==> src/rtl/core/ppd_pkg.sv <==
package ppd_pkg;

  // default sizes of the block
  localparam int WINDOW_RADIUS_DEF = 3;
  localparam int FRAME_BITS_DEF    = 20;
  localparam int FRAC_BITS_DEF     = 8;
  localparam int LOGIT_BITS_DEF    = 16;

  // merge distance register
  localparam int              MW_BITS           = 4;
  localparam logic [MW_BITS-1:0] MERGE_WIDTH_RESET = 4'd1;

  // entries of the event queue between front and back
  localparam int QUEUE_DEPTH = 4;

  // event kinds carried through the queue
  localparam logic EV_PEAK  = 1'b0;
  localparam logic EV_FINAL = 1'b1;

  typedef enum logic [1:0] {
    F_IDLE,
    F_JUDGE,
    F_FINAL
  } front_state_t;

  typedef enum logic [1:0] {
    B_IDLE,
    B_DIV,
    B_APPLY
  } back_state_t;

endpackage

==> src/rtl/core/ppd_queue.sv <==
module ppd_queue #(
  parameter int WIDTH = 21,
  parameter int DEPTH = ppd_pkg::QUEUE_DEPTH
) (
  input  logic             clk,
  input  logic             rst,
  input  logic             push,
  input  logic [WIDTH-1:0] push_data,
  output logic             push_ready,
  input  logic             pop,
  output logic [WIDTH-1:0] pop_data,
  output logic             pop_valid
);

  localparam int PTR_BITS = (DEPTH > 1) ? $clog2(DEPTH) : 1;
  localparam int CNT_BITS = $clog2(DEPTH + 1);

  logic [WIDTH-1:0]    data [DEPTH];
  logic [PTR_BITS-1:0] wr_ptr;
  logic [PTR_BITS-1:0] rd_ptr;
  logic [CNT_BITS-1:0] count;
  logic                do_push;
  logic                do_pop;

  // status toward both sides
  assign push_ready = (count != CNT_BITS'(DEPTH));
  assign pop_valid  = (count != '0);
  assign pop_data   = data[rd_ptr];
  assign do_push    = push && push_ready;
  assign do_pop     = pop && pop_valid;

  // storage entries
  always_ff @(posedge clk) begin
    if (do_push) begin
      data[wr_ptr] <= push_data;
    end
  end

  // pointers and fill count
  always_ff @(posedge clk) begin
    if (rst) begin
      wr_ptr <= '0;
      rd_ptr <= '0;
      count  <= '0;
    end else begin
      if (do_push) begin
        wr_ptr <= (wr_ptr == PTR_BITS'(DEPTH - 1)) ? '0 : wr_ptr + 1'b1;
      end
      if (do_pop) begin
        rd_ptr <= (rd_ptr == PTR_BITS'(DEPTH - 1)) ? '0 : rd_ptr + 1'b1;
      end
      if (do_push && !do_pop) begin
        count <= count + 1'b1;
      end else if (do_pop && !do_push) begin
        count <= count - 1'b1;
      end
    end
  end

endmodule

==> src/rtl/core/ppd_front.sv <==
module ppd_front #(
  parameter int WINDOW_RADIUS = ppd_pkg::WINDOW_RADIUS_DEF,
  parameter int FRAME_BITS    = ppd_pkg::FRAME_BITS_DEF,
  parameter int LOGIT_BITS    = ppd_pkg::LOGIT_BITS_DEF
) (
  input  logic                         clk,
  input  logic                         rst,
  input  logic signed [LOGIT_BITS-1:0] logit,
  input  logic                         is_last,
  input  logic                         in_valid,
  output logic                         in_ready,
  output logic                         push,
  output logic                         push_kind,
  output logic [FRAME_BITS-1:0]        push_frame,
  input  logic                         push_ready
);

  localparam int WIN_LEN = 2 * WINDOW_RADIUS + 1;
  localparam int FC_BITS = $clog2(WINDOW_RADIUS + 1);

  ppd_pkg::front_state_t state, state_next;

  logic signed [LOGIT_BITS-1:0] win_val [WIN_LEN];
  logic [WIN_LEN-1:0]           win_vld;
  logic [FRAME_BITS-1:0]        frame_count;
  logic [FRAME_BITS-1:0]        judge_frame;
  logic                         last_pend;
  logic [FC_BITS-1:0]           flush_cnt;

  logic accept;
  logic peak;
  logic advance;
  logic flush_done;
  logic flush_shift;
  logic seq_clear;

  assign accept     = in_valid && in_ready;
  assign flush_done = (flush_cnt == FC_BITS'(WINDOW_RADIUS));
  assign push_frame = judge_frame;

  // centre slot is a peak when valid, positive and not below any valid slot
  always_comb begin
    peak = win_vld[WINDOW_RADIUS] && !win_val[WINDOW_RADIUS][LOGIT_BITS-1]
           && (win_val[WINDOW_RADIUS] != '0);
    for (int k = 0; k < WIN_LEN; k++) begin
      if (win_vld[k] && (win_val[k] > win_val[WINDOW_RADIUS])) begin
        peak = 1'b0;
      end
    end
  end

  // next state
  always_comb begin
    state_next = state;
    case (state)
      ppd_pkg::F_IDLE: begin
        if (accept) begin
          state_next = ppd_pkg::F_JUDGE;
        end
      end
      ppd_pkg::F_JUDGE: begin
        if (advance && !(last_pend && !flush_done)) begin
          state_next = last_pend ? ppd_pkg::F_FINAL : ppd_pkg::F_IDLE;
        end
      end
      ppd_pkg::F_FINAL: begin
        if (push_ready) begin
          state_next = ppd_pkg::F_IDLE;
        end
      end
      default: state_next = ppd_pkg::F_IDLE;
    endcase
  end

  // outputs and step controls
  always_comb begin
    in_ready    = 1'b0;
    push        = 1'b0;
    push_kind   = ppd_pkg::EV_PEAK;
    advance     = 1'b0;
    flush_shift = 1'b0;
    seq_clear   = 1'b0;
    case (state)
      ppd_pkg::F_IDLE: begin
        in_ready = 1'b1;
      end
      ppd_pkg::F_JUDGE: begin
        push        = peak;
        advance     = !peak || push_ready;
        flush_shift = advance && last_pend && !flush_done;
      end
      ppd_pkg::F_FINAL: begin
        push      = 1'b1;
        push_kind = ppd_pkg::EV_FINAL;
        seq_clear = push_ready;
      end
      default: begin
        in_ready = 1'b0;
      end
    endcase
  end

  // window values, shifted in on a transfer or a flush step
  always_ff @(posedge clk) begin
    if (accept) begin
      win_val[0] <= logit;
    end else if (flush_shift) begin
      win_val[0] <= '0;
    end
    if (accept || flush_shift) begin
      for (int k = 1; k < WIN_LEN; k++) begin
        win_val[k] <= win_val[k-1];
      end
    end
  end

  // control state
  always_ff @(posedge clk) begin
    if (rst) begin
      state       <= ppd_pkg::F_IDLE;
      win_vld     <= '0;
      frame_count <= '0;
      judge_frame <= '0;
      last_pend   <= 1'b0;
      flush_cnt   <= '0;
    end else begin
      state <= state_next;
      if (accept) begin
        win_vld     <= {win_vld[WIN_LEN-2:0], 1'b1};
        judge_frame <= frame_count - FRAME_BITS'(WINDOW_RADIUS);
        frame_count <= frame_count + 1'b1;
        last_pend   <= is_last;
        flush_cnt   <= '0;
      end
      if (flush_shift) begin
        win_vld     <= {win_vld[WIN_LEN-2:0], 1'b0};
        judge_frame <= judge_frame + 1'b1;
        flush_cnt   <= flush_cnt + 1'b1;
      end
      if (seq_clear) begin
        win_vld     <= '0;
        frame_count <= '0;
        last_pend   <= 1'b0;
        flush_cnt   <= '0;
      end
    end
  end

endmodule

==> src/rtl/core/ppd_back.sv <==
module ppd_back #(
  parameter int FRAME_BITS = ppd_pkg::FRAME_BITS_DEF,
  parameter int FRAC_BITS  = ppd_pkg::FRAC_BITS_DEF
) (
  input  logic                              clk,
  input  logic                              rst,
  input  logic                              cfg_wr_en,
  input  logic [ppd_pkg::MW_BITS-1:0]       cfg_wr_data,
  input  logic                              ev_valid,
  input  logic                              ev_kind,
  input  logic [FRAME_BITS-1:0]             ev_frame,
  output logic                              ev_pop,
  output logic [FRAME_BITS+FRAC_BITS-1:0]   mean_frame,
  output logic                              has_peak,
  output logic                              final_res,
  output logic                              out_valid,
  input  logic                              out_ready
);

  localparam int MB        = FRAME_BITS + FRAC_BITS;
  localparam int STEP_BITS = $clog2(MB);

  ppd_pkg::back_state_t state, state_next;

  logic [ppd_pkg::MW_BITS-1:0] merge_width;
  logic [MB-1:0]               mean;
  logic [FRAME_BITS-1:0]       count;
  logic                        open;
  logic [FRAME_BITS-1:0]       rem;
  logic [MB-1:0]               quo;
  logic                        neg;
  logic [STEP_BITS-1:0]        step;

  logic [MB-1:0]         pq;
  logic [MB:0]           diff;
  logic [MB:0]           lim;
  logic                  merge;
  logic [MB:0]           diff_abs;
  logic [FRAME_BITS-1:0] count_inc;
  logic [FRAME_BITS:0]   shifted;
  logic                  ge;
  logic [FRAME_BITS:0]   trial;
  logic                  out_free;

  logic                  new_group;
  logic                  div_start;
  logic                  emit;
  logic [MB-1:0]         emit_mean;
  logic                  emit_has;
  logic                  emit_fin;
  logic                  group_clear;

  // merge test on the event at the queue head
  assign pq        = MB'(ev_frame) << FRAC_BITS;
  assign diff      = {1'b0, pq} - {1'b0, mean};
  assign lim       = (MB + 1)'(merge_width) << FRAC_BITS;
  assign merge     = ($signed(diff) <= $signed(lim));
  assign diff_abs  = diff[MB] ? (~diff + 1'b1) : diff;
  assign count_inc = (count != '1) ? count + 1'b1 : count;
  assign out_free  = !out_valid || out_ready;

  // one quotient bit per cycle
  assign shifted = {rem, quo[MB-1]};
  assign ge      = (shifted >= {1'b0, count});
  assign trial   = shifted - {1'b0, count};

  // next state
  always_comb begin
    state_next = state;
    case (state)
      ppd_pkg::B_IDLE: begin
        if (div_start) begin
          state_next = ppd_pkg::B_DIV;
        end
      end
      ppd_pkg::B_DIV: begin
        if (step == STEP_BITS'(MB - 1)) begin
          state_next = ppd_pkg::B_APPLY;
        end
      end
      ppd_pkg::B_APPLY: begin
        state_next = ppd_pkg::B_IDLE;
      end
      default: state_next = ppd_pkg::B_IDLE;
    endcase
  end

  // event handling
  always_comb begin
    ev_pop      = 1'b0;
    new_group   = 1'b0;
    div_start   = 1'b0;
    emit        = 1'b0;
    emit_mean   = mean;
    emit_has    = 1'b1;
    emit_fin    = 1'b0;
    group_clear = 1'b0;
    case (state)
      ppd_pkg::B_IDLE: begin
        if (ev_valid) begin
          if (ev_kind == ppd_pkg::EV_FINAL) begin
            if (out_free) begin
              ev_pop      = 1'b1;
              emit        = 1'b1;
              emit_mean   = open ? mean : '0;
              emit_has    = open;
              emit_fin    = 1'b1;
              group_clear = 1'b1;
            end
          end else if (!open) begin
            ev_pop    = 1'b1;
            new_group = 1'b1;
          end else if (merge) begin
            ev_pop    = 1'b1;
            div_start = 1'b1;
          end else if (out_free) begin
            ev_pop    = 1'b1;
            emit      = 1'b1;
            new_group = 1'b1;
          end
        end
      end
      default: begin
        ev_pop = 1'b0;
      end
    endcase
  end

  // divider datapath
  always_ff @(posedge clk) begin
    if (div_start) begin
      rem  <= '0;
      quo  <= diff_abs[MB-1:0];
      neg  <= diff[MB];
      step <= '0;
    end else if (state == ppd_pkg::B_DIV) begin
      rem  <= ge ? trial[FRAME_BITS-1:0] : shifted[FRAME_BITS-1:0];
      quo  <= {quo[MB-2:0], ge};
      step <= step + 1'b1;
    end
  end

  // output register payload
  always_ff @(posedge clk) begin
    if (emit) begin
      mean_frame <= emit_mean;
      has_peak   <= emit_has;
      final_res  <= emit_fin;
    end
  end

  // group state, register and output valid
  always_ff @(posedge clk) begin
    if (rst) begin
      state       <= ppd_pkg::B_IDLE;
      merge_width <= ppd_pkg::MERGE_WIDTH_RESET;
      mean        <= '0;
      count       <= '0;
      open        <= 1'b0;
      out_valid   <= 1'b0;
    end else begin
      state <= state_next;
      if (cfg_wr_en) begin
        merge_width <= cfg_wr_data;
      end
      if (new_group) begin
        mean  <= pq;
        count <= FRAME_BITS'(1);
        open  <= 1'b1;
      end
      if (div_start) begin
        count <= count_inc;
      end
      if (state == ppd_pkg::B_APPLY) begin
        mean <= neg ? mean - quo : mean + quo;
      end
      if (group_clear) begin
        mean  <= '0;
        count <= '0;
        open  <= 1'b0;
      end
      if (emit) begin
        out_valid <= 1'b1;
      end else if (out_ready) begin
        out_valid <= 1'b0;
      end
    end
  end

endmodule

==> src/rtl/core/peak_pick_dedup.sv <==
// Peak picker with merging of nearby peaks.
// Input transfer: one signed logit per frame on logit, with is_last marking
// the final frame of a sequence (in_valid / in_ready).
// Output transfer: mean_frame (group mean in frames, fraction bits below),
// has_peak and final_res (out_valid / out_ready).
// merge_width is written through cfg_wr_en / cfg_wr_data; the user must
// write it only while idle, and the block does not enforce this. The front
// judges each frame before it takes the next, and waits while a peak finds
// its event queue full; a last frame holds it while the window is flushed
// and the end event is queued. The back merges a peak with a restoring
// divider that yields one quotient bit per cycle and takes no new event
// until the divide and the mean update are done; a new or closing group is
// handled while idle. A result is registered once the output is free.
// Reset (synchronous) clears the window, counters, open group and queue and
// sets merge_width to 1. A stalled receiver holds the output register; the
// back then waits, the queue fills and in_ready drops.
module peak_pick_dedup #(
  parameter int WINDOW_RADIUS = ppd_pkg::WINDOW_RADIUS_DEF,
  parameter int FRAME_BITS    = ppd_pkg::FRAME_BITS_DEF,
  parameter int FRAC_BITS     = ppd_pkg::FRAC_BITS_DEF,
  parameter int LOGIT_BITS    = ppd_pkg::LOGIT_BITS_DEF
) (
  input  logic                            clk,
  input  logic                            rst,
  input  logic                            cfg_wr_en,
  input  logic [ppd_pkg::MW_BITS-1:0]     cfg_wr_data,
  input  logic signed [LOGIT_BITS-1:0]    logit,
  input  logic                            is_last,
  input  logic                            in_valid,
  output logic                            in_ready,
  output logic [FRAME_BITS+FRAC_BITS-1:0] mean_frame,
  output logic                            has_peak,
  output logic                            final_res,
  output logic                            out_valid,
  input  logic                            out_ready
);

  logic                  push;
  logic                  push_kind;
  logic [FRAME_BITS-1:0] push_frame;
  logic                  push_ready;
  logic                  ev_pop;
  logic                  ev_valid;
  logic [FRAME_BITS:0]   ev_data;

  // window and peak judgement
  ppd_front #(
    .WINDOW_RADIUS (WINDOW_RADIUS),
    .FRAME_BITS    (FRAME_BITS),
    .LOGIT_BITS    (LOGIT_BITS)
  ) u_front (
    .clk        (clk),
    .rst        (rst),
    .logit      (logit),
    .is_last    (is_last),
    .in_valid   (in_valid),
    .in_ready   (in_ready),
    .push       (push),
    .push_kind  (push_kind),
    .push_frame (push_frame),
    .push_ready (push_ready)
  );

  // peak and end events between the two sides
  ppd_queue #(
    .WIDTH (FRAME_BITS + 1),
    .DEPTH (ppd_pkg::QUEUE_DEPTH)
  ) u_queue (
    .clk        (clk),
    .rst        (rst),
    .push       (push),
    .push_data  ({push_kind, push_frame}),
    .push_ready (push_ready),
    .pop        (ev_pop),
    .pop_data   (ev_data),
    .pop_valid  (ev_valid)
  );

  // group merging and result output
  ppd_back #(
    .FRAME_BITS (FRAME_BITS),
    .FRAC_BITS  (FRAC_BITS)
  ) u_back (
    .clk         (clk),
    .rst         (rst),
    .cfg_wr_en   (cfg_wr_en),
    .cfg_wr_data (cfg_wr_data),
    .ev_valid    (ev_valid),
    .ev_kind     (ev_data[FRAME_BITS]),
    .ev_frame    (ev_data[FRAME_BITS-1:0]),
    .ev_pop      (ev_pop),
    .mean_frame  (mean_frame),
    .has_peak    (has_peak),
    .final_res   (final_res),
    .out_valid   (out_valid),
    .out_ready   (out_ready)
  );

endmodule

==> config.mk <==
export PLATFORM = sky130hd
export DESIGN_NAME = peak_pick_dedup
export DESIGN_NICKNAME = d
export VERILOG_FILES = /design/src/rtl/core/ppd_pkg.sv /design/src/rtl/core/ppd_queue.sv /design/src/rtl/core/ppd_front.sv /design/src/rtl/core/ppd_back.sv /design/src/rtl/core/peak_pick_dedup.sv
export SDC_FILE = /design/constraint.sdc
export NUM_CORES = 1
export LEC_CHECK = 0
export BUFFER_PORTS_ARGS = -buffer_cell sky130_fd_sc_hd__buf_2
export CAP_MARGIN = 20
export CORE_MARGIN = 1.5
export CORE_UTILIZATION = 45
export DETAILED_ROUTE_END_ITERATION = 12
export PLACE_DENSITY_LB_ADDON = 0.2
export SLEW_MARGIN = 40
export SYNTH_ARGS = -nofsm -noshare
export SYNTH_HDL_FRONTEND = slang
export SYNTH_SLANG_ARGS = --single-unit
==> constraint.sdc <==
create_clock -name clk -period 6.6 [get_ports clk]
set_input_delay 0.33 -clock clk [delete_from_list [all_inputs] [get_ports clk]]
set_output_delay 0.33 -clock clk [all_outputs]
set_load 0.1 [all_outputs]
Word-level counts from Yosys, hierarchy flattened
Memories as Yosys holds them, arrays and structs flattened. A register that Yosys moved wholly into a read port is not among the register bits.
Cells that the tools add are included.
- multiplexer cells: 83
- order comparisons: 9
- bitwise operators: 2
- $add $sub $neg: 15
- eq/ne operators: 16
- reductions and logical operators: 45
- operators with widths (cell ; count):
    $mux W28 ; 11
    $mux W20 ; 6
    $gt A16 B16 Y1 ; 7
    $add A20 B1 Y20 const B ; 3
    $mux W1 ; 46
    $le A29 B13 Y1 ; 1
    $sub A28 B28 Y29 ; 1
    $add A28 B1 Y28 const B ; 1
    $add A28 B28 Y28 ; 1
    $not A28 Y28 ; 1
    $sub A28 B28 Y28 ; 1
    $mux W2 ; 12
    $ge A21 B20 Y1 ; 1
    $ne A20 B20 Y1 const B ; 1
    $sub A20 B2 Y20 const B ; 1
    $sub A20 B20 Y20 ; 1
    $logic_and A1 B1 Y1 ; 18
    $mux W16 ; 1
    $reduce_bool A16 Y1 ; 1
    $mux W7 ; 2
    $reduce_bool A2 Y1 ; 6
    $eq A2 B2 Y1 const B ; 5
    $ne A2 B1 Y1 const B ; 5
    $logic_not A1 Y1 ; 7
    21 further kinds ; 30
- input port bits: 26
- output and inout port bits: 32
- bits in registers: 199
- memories kept: 2
- RAM bits: 196
- memory list (name ; words ; bits a word ; read ports ; clocked after memory_dff ; write ports ; RTL line ; RTL):
    u_front.win_val ; 7 ; 16 ; 7 ; 0 ; 7 ; ppd_front.sv:23 ; logic signed [LOGIT_BITS-1:0] win_val [WIN_LEN];
    u_queue.data ; 4 ; 21 ; 1 ; 1 ; 1 ; ppd_queue.sv:18 ; logic [WIDTH-1:0] data [DEPTH];

Logic depth before layout (Yosys ltp)
An unclocked memory read counts as a cell.
- word-level depth: 20
- gate-level depth with buffers: 23

By module
Synthesis repeated with hierarchy kept, for this count alone.
- cell total of the unflattened synthesis: 2249
- area, all modules: 23162.2 sq um
- modules (own cells, without submodules) (module ; area each (sq um) ; times used ; cells each ; sequential area each (sq um)):
    ppd_back ; 10840.4 ; 1 ; 1304 ; 3393.3
    ppd_front ; 8824.7 ; 1 ; 788 ; 4404.2
    ppd_queue ; 3497.1 ; 1 ; 157 ; 2702.6

Worst setup path after synthesis
OpenSTA, ideal clock, no wires.
- kind: reg2reg
- from: reg (tool-made name)
- to: reg u_back.final_res, enable pin
- slack: 0.247 ns
- clock period less this slack: 6.353 ns
- setup time: 0.417 ns
- data arrival time: 5.936 ns
- data required time: 6.183 ns
- stages on the path, launching flop included: 18
- path buffers: 2
- path through: dfxtp_1 -> buf_1 -> clkbuf_1 -> mux4_2 -> ha_1 -> nor4bb_1 -> a311o_2 -> a21o_1 -> xnor2_1 -> inv_1 -> ha_1 -> and4_1 -> a31oi_1 -> nor2b_1 -> and3_1 -> nand3_1 -> a31oi_1 -> nor2_1
- RTL lines (element ; RTL line ; RTL):
    to (signal assigned) ; ppd_back.sv:148 ; final_res <= emit_fin;
    to (decl) ; ppd_back.sv:15 ; output logic final_res,

==> flow_summary.toml <==
[timing]
timing.final.hold_violations = 0
timing.final.crit_share_pct = 85.53
slew_viol_final = 0
pin_slew_with_the_least_headroom_to_its_limit_ps = 789.0
fmaxAchievable_ghz = 0.1772
grt_setup_unrepaired = "no"
report.final.setup_viol = 0
minimum_period_implied_by_the_final_worst_setup_slack_ps = 5645
timing.slew.headroom_pct = 47.40
worst_slack_ps = 955.1
fin_clk_skew_ps = 31.99
fin_tns_setup_ps = 0

[routing]
drt_drc_violations_left = 0
drt-total-wl_um = 55290
final_antenna_net_count = 0
avgViaCountPerCell = 5.745
wire_per_inst_um = 18.41
drt_iter0_drc = 1282
drtPass1Iterations = 5
routed-via-count = 17258

[layout]
layout-area-overhead-vs-synth_pct = 12.26
stdcell_count = 3004
final_util_pct = 51.42
nNetsFinal = 2507
antennaDiodeCount = 0
fraction_of_layout_instances_using_a_drive_strength_above_1_pct = 10.51

[die]
total_die_area_sq_mm = 0.05264
design.core.area_sq_mm = 0.05038
die-width_um = 229.4
row_count = 82
initial_utilization_pct = 45.80
floorplan.die.height_um = 229.4
ios = 58

[synthesis]
netlist.area_leader.share_pct = 33.19
ff_latch_count_synth = 397
synth.yosys.seq_area_share_pct = 45.51
mappedNetlistNets = 2447
cell_area_after_synthesis_sq_mm = 0.02307
postSynth.topFlopCell = "edfxtp_1"
synth-warning-count = 0
asyncSetResetFlopFracSynth_pct = 0
synth_area_leaders = "edfxtp_1 (33%), dfxtp_1 (12%), ha_1 (9.9%)"
syn_avg_cell_area_sq_um = 10.32
post_synth_edffs = 255
post_synth_inst_count = 2235
yosys.area.top_type = "edfxtp_1"
synth_cell_type_count = 86

[power]
power_density_mw_per_mm2 = 477.7
p_leak_nw = 9.852
finalPower_mw = 12.37
worst_ir_drop_vdd_mv = 0.2576

[setup_path]
sort_of_element_at_the_start_of_the_critical_path = "flop"
worstSetupPathType = "reg -> reg"
critical_path_capture_point_type = "flop"
worst_path_most_repeated_cell = "a21oi_1"
wp_data_required_ps = 7100
critical_path_arrival_ps = 6150
critPathMaxFanout = 13
critical-path-slowest-cell = "mux4_2"
cp_cell_sequence = "buf_4 -> mux4_2 -> ha_1 -> a21oi_2 -> a211oi_1 -> o21ai_0 -> nand4_1 -> a21oi_1 -> a21oi_1 -> nor4_4 -> nand3_1 -> a41o_1 -> ha_1 -> inv_1 -> fa_1 -> xor2_1 -> or3_1 -> a21oi_1"
critPathMaxStageDelay_ps = 610

[clocking]
cts_buffer_depth = 3
numCtsBuffers = 45
cts_post_setup_buffers_inserted = 0
cts.sink_count = 397
cts.repair.resized = 0
cts.reportedPaths.clkPinSlew_ps = 60
cts-hold-fix-buffers = 21
clk-insertion-delay-late_ps = 600
clock_tree.htree_level_count = 2
cts_tree = "done"
cts.root.buffer_cell = "clkbuf_16"

[global_route]
via_count_of_the_first_global_routing_pass = 16737
largest_net_degree_at_the_start_of_global_routing = 120
number_of_antenna_violations_at_the_first_check_in_global_routing = 1
groute.usage.overall_pct = 20.80
grt_first_pass_wirelength_um = 88340
grt_overflow_total = 0

[placed_design]
placedCellCount = 2899
placement.io_buffers = 57
finalWeightedCongestion = 0.8504
detailedPlacementHpwl_um = 39780
dp_slack_ps = 930.7

[flow_run]
max_cap_violation_count = 0

[worst_hold_path]
holdCritPathClass = "in -> reg"

[status]
status = "finished, final reports clean"
-- placed cells by master, fill, tap and decap left out, types with 19 or more instances in the layout --
master,count
xnor2_1,94
dfxtp_1,142
nor4_1,25
nor3_1,57
a21o_1,50
and3_1,26
nor2_1,174
a21oi_1,115
and2_1,28
inv_1,128
buf_4,19
o21ai_0,112
nand4_1,38
mux4_2,21
dlygate4sd3_1,21
xor2_1,57
edfxtp_1,255
nand2b_1,22
a31oi_1,44
or3_1,38
nand2_1,119
buf_2,57
ha_1,183
nor2b_1,28
mux2i_1,40
clkbuf_16,45
nand3_1,64
o21a_1,21
-- kinds of logic (layout without fill, tap and decap cells) --
family                     count (synthesis)  in the layout  share of synthesized area (%)
and+or+nand+nor                          703            703                          15.74
AOI/OAI and AO/OA                        515            515                          15.05
DFF                                      397            397                          45.51
buffers and inverters                    215            312                          3.660
adders and majority gates                186            186                          10.18
xor gates and xnor gates                 151            151                          5.732
muxes                                     68             68                          4.127
-- final cells by class --
type | count | area (sq um)
inverter | 130 | 488.0
timing repair buffer | 98 | 658.1
clock buffer | 63 | 1254
sequential | 397 | 10500
multi-input combinational | 1623 | 11820
fill | 4457 | 24470
tap | 672 | 840.8
clock inverter | 21 | 344.1
-- metal layers --
| layer | part of all wire, % | GRT usage, % | wire length (um) |
|---|---|---|---|
| met1 | 47 | 27.79 | 25760 |
| met2 | 47 | 34.82 | 25740 |
| met3 | 4.5 | 3.013 | 2478 |
| met4 | 2.4 | 6.312 | 1303 |
| met5 | 0.024 | 0 | 13 |
-- flip-flops by register name, summed over array words and instances (netlist names), 4 cells and up, named ones only --
name                 cells
u_front.win_val        112
u_queue.data            84
u_back.mean             28
u_back.mean_frame       28
u_back.quo              28
u_back.count            20
u_back.rem              20
u_front.frame_count     20
u_front.push_frame      20
u_front.win_vld          7
u_back.step              5
u_back.merge_width       4
-- metrics by stage --
stage | area [sq um] | hold slack [ps]
6_report | 25900 | 58.01
3_3_place_gp | 24050 | 434.2
4_1_cts | 25890 | 38.63
2_1_floorplan | 23070 | 426.4
3_5_place_dp | 24080 | 438.7
5_1_grt | 25900 | 63.23
-- critical path, delay by kind of cell, from the launching register on --
family | cells | cell delay [ps]
AOI/OAI and AO/OA | 7 | 1870
and+or+nand+nor | 4 | 1390
adders and majority gates | 3 | 800
muxes | 1 | 610
DFF | 1 | 420
buffers and inverters | 2 | 390
xor gates and xnor gates | 1 | 70
-- power breakdown --
group / internal [mW] / total [mW] / switching, mW
registers: 3.10 / 3.37 / 0.269
logic: 2.31 / 6.31 / 4.00
clock network: 1.62 / 2.69 / 1.08
-- final timing paths --
| path | from | end | slack, ps | cells after the start |
|---|---|---|---|---|
| max | flop | u_queue.count[2] | 960 | 18 |
| min | cfg_wr_en | u_back.merge_width[0] | 60 | 2 |
| max reg2reg | flop | u_queue.count[2] | 960 | 18 |
| min reg2reg | u_front.win_val[0][0] | u_front.win_val[1][0] | 450 | 0 |
-- synthesized netlist by cell type (15+ instances only) --
cell / count
a21o_1: 51
a21oi_1: 115
a31oi_1: 44
and2_1: 32
and3_1: 26
clkbuf_1: 69
dfxtp_1: 142
edfxtp_1: 255
ha_1: 183
inv_1: 128
mux2i_1: 40
mux4_2: 21
nand2_1: 119
nand2b_1: 23
nand3_1: 64
nand4_1: 38
nor2_1: 178
nor2b_1: 30
nor3_1: 58
nor4_1: 28
o21a_1: 21
o21ai_0: 113
o2bb2ai_1: 15
o31ai_1: 15
or2_2: 15
or3_1: 38
xnor2_1: 94
xor2_1: 57
(Power assumes the default switching activity.)
